`src/hw/rtl/pgmb_pkg.sv`:
```
// ----------------------------------------------------------------------------
// pgmb_pkg
// Shared types and constants of the planar glyph mask blitter.
// ----------------------------------------------------------------------------
package pgmb_pkg;

	// page geometry
	localparam int PLANE_COUNT = 4;
	localparam int PLANE_BYTES = 8192;
	localparam int ROW_PITCH   = 40;
	localparam int ADDR_W      = $clog2(PLANE_BYTES);

	// result queue depth
	localparam int RES_DEPTH = 3;
	localparam int RES_PTR_W = $clog2(RES_DEPTH);

	// configuration register indexes
	localparam logic [1:0] REG_FIRST_OFFSET  = 2'd0;
	localparam logic [1:0] REG_ROWS_IN_GLYPH = 2'd1;
	localparam logic [1:0] REG_SET_LANE_MASK = 2'd2;
	localparam logic [1:0] REG_MODE_WORD     = 2'd3;

	// input actions
	localparam logic [1:0] ACT_GLYPH_ROW  = 2'd0;
	localparam logic [1:0] ACT_WRITE_BYTE = 2'd1;
	localparam logic [1:0] ACT_READ_BYTE  = 2'd2;

	// mode word fields
	localparam logic [15:0] MODE_SET_BITS = 16'h00F0;

	// memory operation kinds
	typedef logic [1:0] op_kind_t;
	localparam op_kind_t OP_NONE = 2'd0;
	localparam op_kind_t OP_RMW  = 2'd1;
	localparam op_kind_t OP_WR   = 2'd2;
	localparam op_kind_t OP_RD   = 2'd3;

	// one memory operation issued by the sequencer
	typedef struct packed {
		logic                   valid;
		op_kind_t               kind;
		logic [ADDR_W-1:0]      addr;
		logic [1:0]             plane;
		logic [7:0]             bits;    // mask byte or write data
		logic [PLANE_COUNT-1:0] set;
		logic                   tail;    // last operation of the item
		logic                   status;
		logic                   last;
	} op_t;

	// one result item
	typedef struct packed {
		logic       status;
		logic [7:0] read_byte;
		logic       last_row;
	} res_t;

endpackage

```
`src/hw/rtl/pgmb_out_fifo.sv`:
```
// ----------------------------------------------------------------------------
// pgmb_out_fifo
// Small result queue in front of the output stream.
// ----------------------------------------------------------------------------
module pgmb_out_fifo (
	input  logic                       clk,
	input  logic                       arst_n,
	input  logic                       push,
	input  pgmb_pkg::res_t             push_data,
	output logic                       out_valid,
	input  logic                       out_ready,
	output pgmb_pkg::res_t             out_data,
	output logic [pgmb_pkg::RES_PTR_W:0] count
);

	pgmb_pkg::res_t                  entry_q [pgmb_pkg::RES_DEPTH];
	logic [pgmb_pkg::RES_PTR_W-1:0]  wr_q;
	logic [pgmb_pkg::RES_PTR_W-1:0]  rd_q;
	logic [pgmb_pkg::RES_PTR_W:0]    count_q;
	logic                            pop;

	assign out_valid = count_q != '0;
	assign out_data  = entry_q[rd_q];
	assign count     = count_q;
	assign pop       = out_valid && out_ready;

	// pointers and fill level
	always_ff @(posedge clk or negedge arst_n) begin
		if (!arst_n) begin
			wr_q    <= '0;
			rd_q    <= '0;
			count_q <= '0;
		end else begin
			if (push) begin
				wr_q <= (32'(wr_q) == pgmb_pkg::RES_DEPTH - 1) ? '0
					: wr_q + pgmb_pkg::RES_PTR_W'(1);
			end
			if (pop) begin
				rd_q <= (32'(rd_q) == pgmb_pkg::RES_DEPTH - 1) ? '0
					: rd_q + pgmb_pkg::RES_PTR_W'(1);
			end
			if (push && !pop) begin
				count_q <= count_q + (pgmb_pkg::RES_PTR_W + 1)'(1);
			end else if (pop && !push) begin
				count_q <= count_q - (pgmb_pkg::RES_PTR_W + 1)'(1);
			end
		end
	end

	// entry storage
	always_ff @(posedge clk) begin
		if (push) begin
			entry_q[wr_q] <= push_data;
		end
	end

endmodule

```
`config.mk`:
```
export PLATFORM = sky130hd
export DESIGN_NAME = pgmb_out_fifo
export DESIGN_NICKNAME = d
export VERILOG_FILES = /design/src/hw/rtl/pgmb_pkg.sv /design/src/hw/rtl/pgmb_out_fifo.sv
export SDC_FILE = /design/constraint.sdc
export NUM_CORES = 1
export LEC_CHECK = 0
export BUFFER_PORTS_ARGS = -buffer_cell sky130_fd_sc_hd__buf_2
export CORE_ASPECT_RATIO = 1.75
export CORE_UTILIZATION = 56
export CTS_BUF_LIST = sky130_fd_sc_hd__clkbuf_2 sky130_fd_sc_hd__clkbuf_4 sky130_fd_sc_hd__clkbuf_8
export DETAILED_ROUTE_END_ITERATION = 6
export PLACE_DENSITY = 0.86
export SLEW_MARGIN = 10
export SYNTH_ARGS = -nofsm -noshare
export SYNTH_HDL_FRONTEND = slang
export SYNTH_SLANG_ARGS = --single-unit
```
`constraint.sdc`:
```
create_clock -name clk -period 2.5 [get_ports clk]
set_clock_uncertainty 0.15 [all_clocks]
set_input_delay 0.125 -clock clk [delete_from_list [all_inputs] [get_ports clk]]
set_output_delay 0.125 -clock clk [all_outputs]
set_load 0.01 [all_outputs]
```
==> summary.md <==
| Metric | Value |
|---|---|
| Req. time, crit path | `2.56 ns` |
| Synth cell types | `22` |
| Detail Route Antenna Nets | `0` |
| Fillers | `157` |
| Initial DRC count | `24` |
| Sw Ratio | `34.04%` |
| Status | `finished, final reports clean` |
| DRT Wirelength | `approximately 2700 um` |
| Layout cells sized above 1 | `between 20% and 30%` |
| Crit path launch type | `flop` |
| Tot GR Track Use | `23.61%` |
| Post-Syn Instances | `just over 90` |
| Cell with the most instances after synthesis | `edfxtp_1` |
| Total Die Area | `2815 um^2` |
| Total gr overflow | `0` |
| Pre-CTS setup slack | `0.3273 ns` |
| Pwr Total | `1.961 mW` |
| Vias in the first global route | `934` |
| Post-synth EDFFs | `30` |
| CTS clk-pin slew, worst paths | `approximately 0.070 ns` |
| HP Class | `in2async` |
| Syn_area_per_cell | `between 15 and 20 um^2` |
| Largest net degree at the start of global routing | `24` |
| Crit Path Class | `reg2reg` |
| Synth async-reset ratio | `between 10% and 20%` |
| DRT Pass-1 Iters | `4` |
| Measured slew at the worst slew-check pin | `about 0.66 ns` |
| Final Hold Viols | `0` |
| Final period util | `92.87%` |
| Critical path data arrival time | `2.38 ns` |
| Final design area excluding fillers | `1834 um^2` |
| Synth top area cells | `edfxtp_1 (62%), dfrtp_1 (12%), mux2i_1 (6.9%)` |
| Die W | `40.54 um` |
| Top cell type's share of synthesized area | `61.91%` |
| Register area | `between 1000 and 1500 um^2` |
| Multi-input gate area | `around 350 um^2` |
| Final WS setup | `0.1784 ns` |
| CTS tree | `done` |
| Total I/O pin count | `28` |
| Combinational share of power | `a little under a third` |
| Max clock buf depth | `2` |
| Nets | `between 150 and 200` |
| Worst Setup End Kind | `flop` |
| Clock power frac | `19.4%` |
| Postcts setup bufs | `0` |
| Peak VDD IR | `between 700 and 800 uV` |
| Clk sinks | `37` |
| GPL Wtd Cong | `0.6902` |
| Synth cell count leaders | `edfxtp_1 (30), nand2_1 (12), mux2i_1 (10)` |
| Effective utilization at floorplan | `59.10%` |
| First-pass GRT wire length | `4250 um` |
| Clock Latency Late Sink | `0.28 ns` |
| Initial antenna violation count | `0` |
| Dpl hpwl | `1694 um` |
| Switching Power | `667.6 uW` |
| Seq/Total Area, Yosys | `73.95%` |
| Clock tree root driver cell | `clkbuf_8` |
| Rows | `24` |
| Post_cts resized | `0` |
| Htree depth | `2` |
| Max-Slew Margin vs Limit | `around 56%` |
| Max-cap violations | `0` |
| Port Buffers | `27` |
| Worst Path Max Fanout | `5` |
| Total nets after synthesis | `108` |
| Flop pwr share | `50.3%` |
| RSZ-0062 raised after global routing | `no` |
| DRC | `0` |
| Max Transition Viols Final | `0` |
| Core area | `2462 um^2` |
| Area leader, netlist | `edfxtp_1` |
| Fmax | `430.7 MHz` |
| Area Overhead vs Synth | `26.05%` |
| Routed vias/inst | `5.319` |
| Yosys warns | `0` |
| Fin Setup TNS | `0 ns` |
| Routed via count | `883` |
| Area of placed instances | `roughly 1600 um^2` |
| CTS buffer count | `5` |
| Yosys reg bits | `37` |
| Drt wl/cell | `about 16 um` |
| N_diodes | `0` |
| PD cells | `1069 nW/um^2` |
| Mapped Area | `1455 um^2` |
| Die Height | `69.44 um` |
| Pint | `1.294 mW` |
| Final setup violation count | `0` |
| Leakage power | `0.7423 nW` |
| Top FF cell, synth | `edfxtp_1` |
| Minimum clock period | `2.322 ns` |
==> metrics by stage <==
step	hold WS (ns)	util, %	std cells
final	0.05314	74.49	166
after CTS	0.04143	74.49	166
after floorplan	-0.3206	-	92
after detailed placement	-0.1873	66.31	146
after global routing	0.05049	74.49	166
after global placement	-0.1895	66.31	146
==> worst max-delay path: stages, from the launching register on <==
cell and delay, ns:
dfrtp_1 0.47, o31ai_4 0.35, ha_1 0.28, inv_1 0.09, fa_1 0.38, xor2_1 0.17, nor2_1 0.17, xor2_1 0.17
==> final cells by class <==
class	instances	area share, %
repair buffers	43	15.55
clock buffers	5	3.752
well taps	26	1.774
multi-input cells	50	19.17
flip-flops and latches	37	58.66
inverters	2	0.4093
clock inverters	3	0.6821
==> what timing repair did <==
item                                    in CTS  in global routing
hold buffers                                12                  0
endpoints found under the hold margin       38                  0
endpoints found under the setup margin       0                  0
==> metal layers <==
| layer | global-route usage, % | wire (um) | vias up |
|---|---|---|---|
| met5 | 0 | 0 | - |
| met4 | 12.22 | 61 | 0 |
| met3 | 6.731 | 89 | 7 |
| met2 | 37.21 | 1531 | 20 |
| met1 | 27.43 | 970 | 426 |
| li1 | - | - | 430 |
==> kinds of logic after synthesis <==
| kind of cell | count (synthesis) | share of synthesized area [%] |
|---|---|---|
| AOI/OAI and AO/OA | 15 | 6.792 |
| xor gates and xnor gates | 3 | 1.806 |
| adders and majority gates | 2 | 2.236 |
| buffers and inverters | 5 | 1.891 |
| DFF | 37 | 73.95 |
| muxes | 11 | 7.653 |
| and+or+nand+nor | 19 | 5.676 |
==> registers in the layout, indices dropped and copies added, names as in the netlist <==
name     cells
rd_q         2
entry_q     30
wr_q         2
count        3
==> cell usage in the layout (no fill, tap or decap), drive strengths merged, types with 3 or more instances in the layout <==
cell type / count
a21o: 3
buf: 31
clkbuf: 5
clkinv: 3
dfrtp: 7
dlygate4sd3: 12
edfxtp: 30
mux2i: 10
nand2: 12
o21ai: 11
==> power groups by stage <==
stage / sequential, mW / clock (mW) / combinational (mW)
final: 0.986 / 0.381 / 0.594
after global routing: 1.01 / 0.409 / 0.651
after CTS: 0.988 / 0.386 / 0.587
after detailed placement: 1.00 / 0 / 0.570
after global placement: 0.978 / 0 / 0.537
after floorplan: 0.919 / 0 / 0.414
==> path summary, 6_finish.rpt <==
check | start | to | slack (ns) | cells after the start
setup / recovery | count[0] | count[2] | 0.18 | 7
hold / removal | arst_n | rd_q[1] | 0.05 | 2
setup reg to reg | count[0] | count[2] | 0.18 | 7
hold reg to reg | wr_q[1] | wr_q[1] | 0.40 | 1
max in group asynchronous | arst_n | count[2] | 1.99 | 2
min in group clk | push | wr_q[0] | 0.08 | 3
(Power assumes the default switching activity.)
