File: src/hw/rtl/pgmb_pkg.sv
// ----------------------------------------------------------------------------
// pgmb_pkg
// Shared types and constants of the planar glyph mask blitter.
// ----------------------------------------------------------------------------
package pgmb_pkg;

	// page geometry
	localparam int PLANE_COUNT = 4;
	localparam int PLANE_BYTES = 8192;
	localparam int ROW_PITCH   = 40;
	localparam int ADDR_W      = $clog2(PLANE_BYTES);

	// result queue depth
	localparam int RES_DEPTH = 3;
	localparam int RES_PTR_W = $clog2(RES_DEPTH);

	// configuration register indexes
	localparam logic [1:0] REG_FIRST_OFFSET  = 2'd0;
	localparam logic [1:0] REG_ROWS_IN_GLYPH = 2'd1;
	localparam logic [1:0] REG_SET_LANE_MASK = 2'd2;
	localparam logic [1:0] REG_MODE_WORD     = 2'd3;

	// input actions
	localparam logic [1:0] ACT_GLYPH_ROW  = 2'd0;
	localparam logic [1:0] ACT_WRITE_BYTE = 2'd1;
	localparam logic [1:0] ACT_READ_BYTE  = 2'd2;

	// mode word fields
	localparam logic [15:0] MODE_SET_BITS = 16'h00F0;

	// memory operation kinds
	typedef logic [1:0] op_kind_t;
	localparam op_kind_t OP_NONE = 2'd0;
	localparam op_kind_t OP_RMW  = 2'd1;
	localparam op_kind_t OP_WR   = 2'd2;
	localparam op_kind_t OP_RD   = 2'd3;

	// one memory operation issued by the sequencer
	typedef struct packed {
		logic                   valid;
		op_kind_t               kind;
		logic [ADDR_W-1:0]      addr;
		logic [1:0]             plane;
		logic [7:0]             bits;    // mask byte or write data
		logic [PLANE_COUNT-1:0] set;
		logic                   tail;    // last operation of the item
		logic                   status;
		logic                   last;
	} op_t;

	// one result item
	typedef struct packed {
		logic       status;
		logic [7:0] read_byte;
		logic       last_row;
	} res_t;

endpackage

File: src/hw/rtl/pgmb_seq.sv
// ----------------------------------------------------------------------------
// pgmb_seq
// Input acceptance, configuration registers, row counter and operation issue.
// ----------------------------------------------------------------------------
module pgmb_seq (
	input  logic               clk,
	input  logic               arst_n,
	input  logic               cfg_we,
	input  logic [1:0]         cfg_index,
	input  logic [15:0]        cfg_data,
	input  logic               in_valid,
	output logic               in_ready,
	input  logic [1:0]         action,
	input  logic [7:0]         glyph_byte,
	input  logic [1:0]         plane_sel,
	input  logic [12:0]        byte_address,
	input  logic [7:0]         write_byte,
	input  logic               room,
	output pgmb_pkg::op_t      op
);

	logic [12:0]                      first_offset_q;
	logic [7:0]                       rows_in_glyph_q;
	logic [pgmb_pkg::PLANE_COUNT-1:0] set_lane_mask_q;
	logic [15:0]                      mode_word_q;

	logic                             busy_q;
	logic [1:0]                       byte_q;
	logic [pgmb_pkg::ADDR_W-1:0]      base_q;
	logic [31:0]                      mask_q;
	logic [pgmb_pkg::PLANE_COUNT-1:0] set_q;
	logic                             last_q;
	logic [7:0]                       row_q;

	logic                             accept;
	logic                             off_ok;
	logic [12:0]                      room_bytes;
	logic [15:0]                      span;
	logic                             fits;
	logic                             row_ok;
	logic [15:0]                      row_off;
	logic [15:0]                      base_sum;
	logic [pgmb_pkg::ADDR_W-1:0]      base_new;
	logic [31:0]                      mask_new;
	logic [pgmb_pkg::PLANE_COUNT-1:0] set_new;
	logic [7:0]                       row_next;
	logic                             last_new;
	logic                             byte_oob;

	// configuration writes
	always_ff @(posedge clk or negedge arst_n) begin
		if (!arst_n) begin
			first_offset_q  <= '0;
			rows_in_glyph_q <= '0;
			set_lane_mask_q <= '0;
			mode_word_q     <= '0;
		end else if (cfg_we) begin
			unique case (cfg_index)
				pgmb_pkg::REG_FIRST_OFFSET:  first_offset_q  <= cfg_data[12:0];
				pgmb_pkg::REG_ROWS_IN_GLYPH: rows_in_glyph_q <= cfg_data[7:0];
				pgmb_pkg::REG_SET_LANE_MASK:
					set_lane_mask_q <= cfg_data[pgmb_pkg::PLANE_COUNT-1:0];
				pgmb_pkg::REG_MODE_WORD:     mode_word_q     <= cfg_data;
				default: ;
			endcase
		end
	end

	// glyph bounds: (rows - 1) * pitch must stay within the room left
	assign off_ok     = first_offset_q <= 13'(pgmb_pkg::PLANE_BYTES - 4);
	assign room_bytes = 13'(pgmb_pkg::PLANE_BYTES - 4) - first_offset_q;
	assign span       = 16'(rows_in_glyph_q - 8'd1) * 16'(pgmb_pkg::ROW_PITCH);
	assign fits       = (rows_in_glyph_q != 8'd0) && off_ok && (span <= 16'(room_bytes));
	assign row_ok     = fits && (row_q < rows_in_glyph_q);

	// row address, mask and per-plane set mode
	assign row_off  = 16'(row_q) * 16'(pgmb_pkg::ROW_PITCH);
	assign base_sum = 16'(first_offset_q) + row_off;
	assign base_new = base_sum[pgmb_pkg::ADDR_W-1:0];
	assign mask_new = {glyph_byte, 24'd0} >> mode_word_q[15:12];
	assign set_new  = set_lane_mask_q
		| {pgmb_pkg::PLANE_COUNT{|(mode_word_q & pgmb_pkg::MODE_SET_BITS)}};
	assign row_next = row_q + 8'd1;
	assign last_new = row_next >= rows_in_glyph_q;

	// byte access range
	assign byte_oob = (32'(plane_sel) >= pgmb_pkg::PLANE_COUNT)
		|| (32'(byte_address) >= pgmb_pkg::PLANE_BYTES);

	assign in_ready = !busy_q && room;
	assign accept   = in_valid && in_ready;

	// operation issue
	always_comb begin
		op        = '0;
		op.kind   = pgmb_pkg::OP_NONE;
		op.addr   = byte_address;
		op.plane  = plane_sel;
		op.bits   = write_byte;
		op.set    = set_new;
		if (busy_q) begin
			op.kind  = pgmb_pkg::OP_RMW;
			op.addr  = base_q;
			op.bits  = mask_q[31:24];
			op.set   = set_q;
			op.tail  = byte_q == 2'd3;
			op.last  = last_q;
			op.valid = (byte_q != 2'd3) || room;
		end else if (accept) begin
			op.valid = 1'b1;
			op.tail  = 1'b1;
			unique case (action)
				pgmb_pkg::ACT_GLYPH_ROW: begin
					if (row_ok) begin
						op.kind = pgmb_pkg::OP_RMW;
						op.addr = base_new;
						op.bits = mask_new[31:24];
						op.tail = 1'b0;
					end else begin
						op.status = 1'b1;
					end
				end
				pgmb_pkg::ACT_WRITE_BYTE: begin
					if (byte_oob) begin
						op.status = 1'b1;
					end else begin
						op.kind = pgmb_pkg::OP_WR;
					end
				end
				pgmb_pkg::ACT_READ_BYTE: begin
					if (byte_oob) begin
						op.status = 1'b1;
					end else begin
						op.kind = pgmb_pkg::OP_RD;
					end
				end
				default: ;
			endcase
		end
	end

	// glyph row walk over four bytes, row counter
	always_ff @(posedge clk or negedge arst_n) begin
		if (!arst_n) begin
			busy_q <= 1'b0;
			byte_q <= '0;
			row_q  <= '0;
			last_q <= 1'b0;
		end else if (busy_q) begin
			if (op.valid) begin
				byte_q <= byte_q + 2'd1;
				if (byte_q == 2'd3) begin
					busy_q <= 1'b0;
				end
			end
		end else if (accept && action == pgmb_pkg::ACT_GLYPH_ROW) begin
			if (row_ok) begin
				busy_q <= 1'b1;
				byte_q <= 2'd1;
				last_q <= last_new;
				row_q  <= last_new ? 8'd0 : row_next;
			end else begin
				row_q <= '0;
			end
		end
	end

	// glyph row payload
	always_ff @(posedge clk) begin
		if (busy_q) begin
			if (op.valid) begin
				base_q <= base_q + pgmb_pkg::ADDR_W'(1);
				mask_q <= mask_q << 8;
			end
		end else begin
			base_q <= base_new + pgmb_pkg::ADDR_W'(1);
			mask_q <= mask_new << 8;
			set_q  <= set_new;
		end
	end

endmodule

File: config.mk
export PLATFORM = sky130hd
export DESIGN_NAME = pgmb_seq
export DESIGN_NICKNAME = d
export VERILOG_FILES = /design/src/hw/rtl/pgmb_pkg.sv /design/src/hw/rtl/pgmb_seq.sv
export SDC_FILE = /design/constraint.sdc
export NUM_CORES = 1
export LEC_CHECK = 0
export BUFFER_PORTS_ARGS = -buffer_cell sky130_fd_sc_hd__buf_2
export CORE_MARGIN = 5
export CORE_UTILIZATION = 30
export CTS_BUF_LIST = sky130_fd_sc_hd__clkbuf_2
export CTS_CLUSTER_DIAMETER = 150
export DETAILED_ROUTE_END_ITERATION = 8
export PLACE_DENSITY = 0.59
export SLEW_MARGIN = 5
export SYNTH_ARGS = -nofsm -noshare
export SYNTH_HDL_FRONTEND = slang
export SYNTH_SLANG_ARGS = --single-unit
File: constraint.sdc
create_clock -name clk -period 4.2 [get_ports clk]
set_input_delay 0 -clock clk [delete_from_list [all_inputs] [get_ports clk]]
set_output_delay 0 -clock clk [all_outputs]
set_load 0.005 [all_outputs]
==> flow_metrics.py, run 1 <==
metrics = {
    "run_status": {
        "run_status": "finished with violations",
        "failed_checks": "negative setup slack",
    },
    "floorplanning": {
        "io_pins": 90,
        "die_w_um": 153,
        "dieArea_mm2": 0.02341,
        "die_h_um": 153,
        "std_cell_rows": 52,
        "core_mm2": 0.02017,
        "start_util_pct": 30.42,
    },
    "pwr": {
        "finalPower_mw": 4.495,
        "p_leak_nw": 3.590,
        "power.density_mw_per_mm2": 569.8,
        "peakVddDrop_uv": 308.5,
    },
    "yosys": {
        "ys.flop_type": "dfrtp_1",
        "synthTopCellsByArea": "dfrtp_1 (18%), edfxtp_1 (14%), ha_1 (14%)",
        "ys_seq_area_share_pct": 33.37,
        "synth_edf_count": 28,
        "syn_inst": 629,
        "syn_area_mm2": 0.006135,
        "yosysUniqueCellTypes": 64,
        "synth_nets": 755,
        "avgSynthCellArea_um2": 9.753,
        "ys_async_sr_fraction_pct": 58.44,
        "ys_seq_elements": 77,
        "ys_warn_count": 0,
        "yosysTopAreaCell": "dfrtp_1",
        "netlist.area_leader.share_pct": 18.36,
    },
    "detailed_routing": {
        "num_vias": 5283,
        "drt_first_pass_iters": 4,
        "drc_errors": 0,
        "drtIter0Drc": 210,
        "wl_per_cell_um": 15.76,
        "drt_wl_total_um": 16690,
        "viasPerCell": 4.989,
        "ant_nets": 0,
    },
    "timing": {
        "worst_slew_pin_slew_ns": 1.094,
        "clock.fmax_mhz": 205.7,
        "skew_ns": 0.05839,
        "hold_violations": 0,
        "worst_slack_ns": -0.6606,
        "fin_crit_sh_pct": 115.7,
        "slew_headroom_pct": 26.74,
        "rsz0062_at_grt": "yes",
        "tns_ns": -16.28,
        "maxSlewViolCount": 0,
        "final.min_clock_period_ns": 4.861,
        "setup_violations": 34,
    },
    "finish": {
        "final_util_pct": 39.11,
        "finalNetCount": 910,
        "antenna_cells": 0,
        "drive_above_1_share_pct": 30.16,
        "syn_to_final_growth_pct": 28.59,
        "stdcell_count": 1059,
        "stdcell_area_mm2": 0.007889,
    },
    "setup_path": {
        "crit_start": "rows_in_glyph_q[1]$_DFFE_PN0P_",
        "cp-end-kind": "output pin",
        "r2r-start": "rows_in_glyph_q[1]$_DFFE_PN0P_",
        "r2r_end": "last_q$_DFFE_PN0P_",
        "cp_max_fo": 3,
        "start_kind": "flop",
        "path_class": "reg -> out",
        "crit_required_ns": 4.20,
        "reg2reg_slack_ns": -0.27,
        "crit_end": "op[2]",
        "r2r_cells": 20,
        "crit_arrival_ns": 4.86,
    },
    "clock_tree": {
        "clk_path_buf_depth": 2,
        "numClockSinks": 77,
        "root_buffer": "clkbuf_2",
        "cts_tree": "done",
        "numCtsBuffers": 9,
        "clk_latency_ns": 0.57,
        "path_clk_slew_ns": 0.24,
        "htreeDepth": 3,
    },
    "placed_design": {
        "dpl_cell_area_mm2": 0.007113,
        "place.gp.congestion": 0.8036,
        "placed_cells": 998,
        "dpl.hpwl_um": 12620,
        "portBuffers": 85,
    },
    "global_routing": {
        "grt_pass1_wl_um": 27130,
        "antenna_found_initial": 0,
        "grt_remaining_overflow": 0,
        "grt_use_total_pct": 14.05,
        "first_global_vias": 5236,
        "grt_max_degree": 46,
    },
    "flow_run": {
        "drv_cap": 0,
    },
    "min_path": {
        "min_path_type": "in -> out",
    },
}
==> cells in the final DEF, fill, tap and decap left out, drive strengths merged, types with 17 or more instances in the layout <==
cell	instances
buf	135
inv	31
mux2	36
edfxtp	28
o21ai	36
xor2	17
ha	67
mux2i	33
nand2	57
nor2	40
nand3	19
a21oi	24
xnor2	25
dlygate4sd3	31
dfrtp	45
==> logic make-up (layout without fill, tap and decap cells) <==
logic type               Yosys count  after routing  share of synthesized area, %
AND/OR/NAND/NOR                  183            183                         14.64
AO/OA/AOI/OAI                    138            138                         15.87
flip-flops                        77             77                         33.37
adder cells (fa/ha/maj)           70             70                         14.64
multiplexers                      69             69                         11.99
buffers and inverters             50            210                         3.488
XOR/XNOR                          42             42                         5.996
==> cell type report <==
cell class	count	area, µm²
clock buffers	9	45.04
well taps	270	337.8
flip-flops and latches	77	2049
clock inverters	7	127.6
multi-input cells	502	4078
inverters	28	105.1
repair buffers	166	1146
fillers	2058	12280
==> critical path: stages, from the launching register on <==
cell and delay (ns):
dfrtp_1 0.47, inv_2 0.11, ha_4 0.17, nand2_4 0.05, xnor2_2 0.13, ha_1 0.31, fa_2 0.35, a21o_1 0.17
a21oi_2 0.15, o21bai_1 0.08, a21oi_1 0.15, xnor2_1 0.18, ha_1 0.31, a21o_1 0.21, or2_4 0.24, a2111oi_4 0.21
o21ai_2 0.13, buf_4 0.15, nor3_1 0.18, buf_4 0.15, nand2_1 0.05, a22o_1 0.22, buf_2 0.13
==> through the flow <==
stage,worst slack (ns),hold WS [ns]
after CTS,-0.6574,0.00003806
after global routing,-0.9130,0.000009423
after global placement,-0.1677,0.00003806
final,-0.6606,0.000002245
after floorplan,0.002008,-0.2956
after detailed placement,-0.2463,0.00003806
==> state kept, by name, summed over array words and instances, names as in the netlist <==
name / count
base_q: 13
busy_q: 1
byte_q: 2
first_offset_q: 13
last_q: 1
mask_q: 15
mode_word_q: 8
row_q: 8
rows_in_glyph_q: 8
set_lane_mask_q: 4
set_q: 4
==> how the worst min path moves through the flow <==
stage	startpoint	end	cells after the start
floorplan	arst_n	busy_q$_DFF_PN0_	0
global placement	plane_sel[0]	op[15]	0
detailed placement	plane_sel[0]	op[15]	0
CTS	plane_sel[0]	op[15]	0
global route	plane_sel[1]	op[16]	0
finish	plane_sel[1]	op[16]	0
==> power by group <==
group / total (mW) / internal, mW / switching [mW] / leakage (nW)
sequential: 1.31 / 1.04 / 0.270 / 0.897
clock: 0.562 / 0.266 / 0.295 / 0.0990
combinational: 2.62 / 1.29 / 1.33 / 2.59
==> timing repair <==
item | 4_1_cts | 5_1_grt
pin swaps | 23 | 8
cloned | 1 | 0
buffers inserted | 13 | 3
hold endpoints to repair | 82 | 0
resized for setup | 24 | 29
endpoints found under the setup margin | 36 | 36
hold buffers | 31 | 0
==> metal layers <==
layer	vias up	track usage, %	share of wire, %
met5	-	0	0
met4	0	3.776	1.8
met3	20	1.951	3.8
met2	125	24.49	49
met1	2499	18.30	45
li1	2639	-	-
==> synthesized netlist by cell type, types with 6 or more instances <==
master	number
ha_1	67
nand2_1	57
dfrtp_1	45
nor2_1	40
mux2_2	36
mux2i_1	33
o21ai_0	32
edfxtp_1	28
inv_1	27
xnor2_1	25
a21oi_1	24
nand3_1	19
xor2_1	17
a21o_1	13
clkbuf_1	12
nor3_1	10
nand4_1	9
a211oi_1	8
o21a_1	8
a32o_1	6
and3_1	6
nor2b_1	6
or3_1	6
Note: power is estimated with default switching activity, not from simulation.
==> inputs of run 2 (changes only) <==
--- a/config.mk
+++ b/config.mk
@@ -5,6 +5,7 @@
 export SDC_FILE = /design/constraint.sdc
 export NUM_CORES = 1
 export LEC_CHECK = 0
+export ABC_AREA = 1
 export BUFFER_PORTS_ARGS = -buffer_cell sky130_fd_sc_hd__buf_2
 export CORE_MARGIN = 5
 export CORE_UTILIZATION = 30
==> run 2 against run 1 <==
Effect of this change:
- synthesized cell count increased by 49%
- die area up 7.6%
- first-iteration DRC count rose by 77%
- cell area is 6.7% higher
- largest power group unchanged
- the run still ends with negative setup slack left
- highest routed layer unchanged
==> flow_metrics.py, run 2 <==
metrics = {
    "run_status": {
        "run_status": "finished with violations",
        "failed_checks": "negative setup slack",
    },
    "setup_path": {
        "crit_arrival_ns": 4.59,
        "crit_required_ns": 4.20,
        "worst_path_max_delay_cell": "dfrtp_1",
        "cp-end-kind": "output pin",
        "path_buf_inv": 6,
        "cp_slowest_stage_delay_ns": 0.48,
        "start_kind": "flop",
        "reg2reg_slack_ns": 0.17,
        "path_class": "reg -> out",
        "critPathTopFamily": "simple AND/OR/NAND/NOR gates",
        "r2r_cells": 26,
        "r2r-start": "rows_in_glyph_q[1]$_DFFE_PN0P_",
        "r2r_end": "row_q[5]$_DFFE_PN0P_",
        "cp_max_fo": 8,
    },
    "detailed_routing": {
        "drt_wl_total_um": 18900,
        "ant_nets": 0,
        "viasPerCell": 4.706,
        "drt_first_pass_iters": 5,
        "drc_errors": 0,
        "num_vias": 6442,
        "drtIter0Drc": 372,
        "wl_per_cell_um": 13.80,
    },
    "clock_tree": {
        "cts_tree": "done",
        "clk_path_buf_depth": 2,
        "root_buffer": "clkbuf_2",
        "numCtsBuffers": 9,
        "numClockSinks": 77,
        "clk_latency_ns": 0.61,
        "htreeDepth": 3,
        "path_clk_slew_ns": 0.28,
    },
    "timing": {
        "clock.fmax_mhz": 217.8,
        "final.min_clock_period_ns": 4.592,
        "fin_crit_sh_pct": 109.3,
        "slew_headroom_pct": 27.21,
        "maxSlewViolCount": 0,
        "setup_violations": 24,
        "rsz0062_at_grt": "yes",
        "fin_worst_hold_slack_ns": 0.000001735,
        "worst_slew_pin_slew_ns": 1.092,
        "skew_ns": 0.04637,
        "worst_slack_ns": -0.3920,
        "hold_violations": 0,
    },
    "min_path": {
        "hold_depth": 0,
        "holdPathEnd": "op[16]",
        "min_path_type": "in -> out",
        "min-delay-start": "plane_sel[1]",
    },
    "finish": {
        "stdcell_count": 1369,
        "finalNetCount": 1210,
        "drive_above_1_share_pct": 20.39,
        "largest_register_ffs": 15,
        "layout_commonest_cell": "nand2_1",
        "antenna_cells": 0,
        "final_cell_mix": "nand2_1 (286), inv_1 (122), buf_2 (85)",
        "regMostFlops": "mask_q",
        "syn_to_final_growth_pct": 26.89,
        "reg.largest.list": "mask_q: 15 flops, base_q: 13 flops, first_offset_q: 13 flops",
        "final_util_pct": 38.56,
    },
    "yosys": {
        "yosysUniqueCellTypes": 43,
        "ys_seq_area_share_pct": 30.87,
        "ys_warn_count": 0,
        "ys_async_sr_fraction_pct": 58.44,
        "ys.flop_type": "dfrtp_1",
        "synth_most_common_cell": "nand2_1",
        "syn_inst": 937,
        "synth_common_cells": "nand2_1 (297), inv_1 (128), nand3_1 (73), ha_1 (67), nor2_1 (62)",
        "yosysTopAreaCell": "dfrtp_1",
        "avgSynthCellArea_um2": 7.077,
        "synth_nets": 1063,
        "netlist.area_leader.share_pct": 16.98,
        "ys_seq_elements": 77,
        "synth_edf_count": 28,
        "synthTopCellsByArea": "dfrtp_1 (17%), nand2_1 (17%), edfxtp_1 (13%)",
        "syn_area_mm2": 0.006631,
    },
    "pwr": {
        "power.density_mw_per_mm2": 549.2,
        "p_leak_nw": 4.457,
        "switching_share_pct": 48.90,
        "p_int_mw": 2.362,
        "comb_power_share_pct": 64.1,
        "seq_power_share_pct": 26.6,
        "peakVddDrop_uv": 179.8,
        "p_sw_mw": 2.260,
        "power_frac_clock_pct": 9.3,
    },
    "floorplanning": {
        "io_pins": 90,
        "die_w_um": 158.7,
        "std_cell_rows": 54,
        "start_util_pct": 30.39,
        "die_h_um": 158.7,
        "core_mm2": 0.02182,
        "dieArea_mm2": 0.02518,
    },
    "placed_design": {
        "place.gp.congestion": 0.8931,
        "portBuffers": 85,
        "dpl.hpwl_um": 14150,
        "placed_cells": 1287,
    },
    "global_routing": {
        "antenna_found_initial": 0,
        "grt_use_total_pct": 14.83,
        "grt_pass1_wl_um": 30040,
        "first_global_vias": 6074,
        "grt_remaining_overflow": 0,
        "grt_max_degree": 46,
    },
    "flow_run": {
        "drv_cap": 0,
    },
}
[run 2: changes by cell type after synthesis, sizes merged, moves of 8 or more]
| cell | previous run | this run |
|---|---|---|
| a211oi | 8 | 0 |
| inv | 28 | 134 |
| nand4 | 9 | 22 |
| o21ai | 36 | 49 |
| a21o | 13 | 2 |
| mux2i | 33 | 0 |
| mux2 | 36 | 2 |
| xnor2 | 25 | 9 |
| nand3 | 19 | 77 |
| xor2 | 17 | 29 |
| nand2 | 57 | 300 |
| nor2 | 40 | 72 |
[run 2: logic make-up after synthesis]
group           share of synthesized area (%)
compound gates                          7.925
xor+xnor                                5.019
fa+ha+maj                               13.55
buf+inv                                 9.641
flops                                   30.87
mux                                    0.3396
simple gates                            32.66
[run 2: routing by layer]
layer	wire, µm	GRT usage [%]
met5	0	0
met4	243	3.574
met1	8880	20.38
met2	8800	24.28
met3	970	2.664
[run 2: power groups by stage]
stage / registers (mW) / logic, mW / clock network, mW
final: 1.23 / 2.96 / 0.429
after global placement: 1.24 / 2.39 / 0
after floorplan: 1.16 / 1.80 / 0
after global routing: 1.26 / 3.31 / 0.476
after CTS: 1.23 / 2.68 / 0.451
after detailed placement: 1.25 / 2.41 / 0
[run 2: worst max path at each step]
stage	startpoint	endpoint	slack [ns]	depth (start not counted)
2_1_floorplan	rows_in_glyph_q[0]$_DFFE_PN0P_	byte_q[0]$_DFFE_PN0P_	0.43	22
3_3_place_gp	rows_in_glyph_q[2]$_DFFE_PN0P_	op[9]	0.17	23
3_5_place_dp	rows_in_glyph_q[1]$_DFFE_PN0P_	op[9]	0.09	24
4_1_cts	rows_in_glyph_q[1]$_DFFE_PN0P_	op[25]	-0.40	23
5_1_grt	rows_in_glyph_q[1]$_DFFE_PN0P_	op[25]	-0.65	24
6_report	rows_in_glyph_q[1]$_DFFE_PN0P_	op[26]	-0.39	26
[run 2: worst reg2reg max path, cell delays in order (launching register included)]
cell and delay, ns:
dfrtp_1 0.48, inv_2 0.09, ha_4 0.14, nand2_2 0.06, nor2_4 0.14, xor2_2 0.23, buf_4 0.16, ha_4 0.20
ha_4 0.24, a21o_1 0.21, nor2_4 0.14, nor2_2 0.05, nor2_2 0.10, xnor2_1 0.08, ha_1 0.32, nand2_2 0.08
nor2_4 0.11, nand4_1 0.12, a21oi_2 0.19, buf_4 0.14, nand3_4 0.11, buf_12 0.19, clkinv_8 0.05, buf_4 0.10
buf_4 0.10, nand3_1 0.07, nand2_1 0.08
[run 2: area by class of cell]
cell class	instances	area, µm²
sequential	77	2047
clock inverter	7	72.57
inverter	134	518.0
tap	280	350.3
multi-input combinational	700	4223
clock buffer	9	45.04
timing repair buffer	162	1159
fill	2255	13410
[run 2: per-stage QoR]
stage / setup WS (ns) / total power, mW / cell area [µm²] / setup TNS [ns]
6_report: -0.3920 / 4.621 / 8414 / -7.903
5_1_grt: -0.6547 / 5.051 / 8414 / -14.19
4_1_cts: -0.4016 / 4.359 / 8163 / -8.241
3_5_place_dp: 0.08645 / 3.660 / 7353 / 0
3_3_place_gp: 0.1675 / 3.629 / 7353 / 0
2_1_floorplan: 0.4338 / 2.962 / 6631 / 0
[run 2: what timing repair did]
| action | 4_1_cts | 5_1_grt |
|---|---|---|
| buffers inserted | 17 | 11 |
| endpoints found under the hold margin | 95 | 0 |
| cloned | 1 | 0 |
| pin swaps | 26 | 28 |
| hold buffers | 38 | 0 |
| endpoints found under the setup margin | 24 | 30 |
| resized for setup | 26 | 45 |
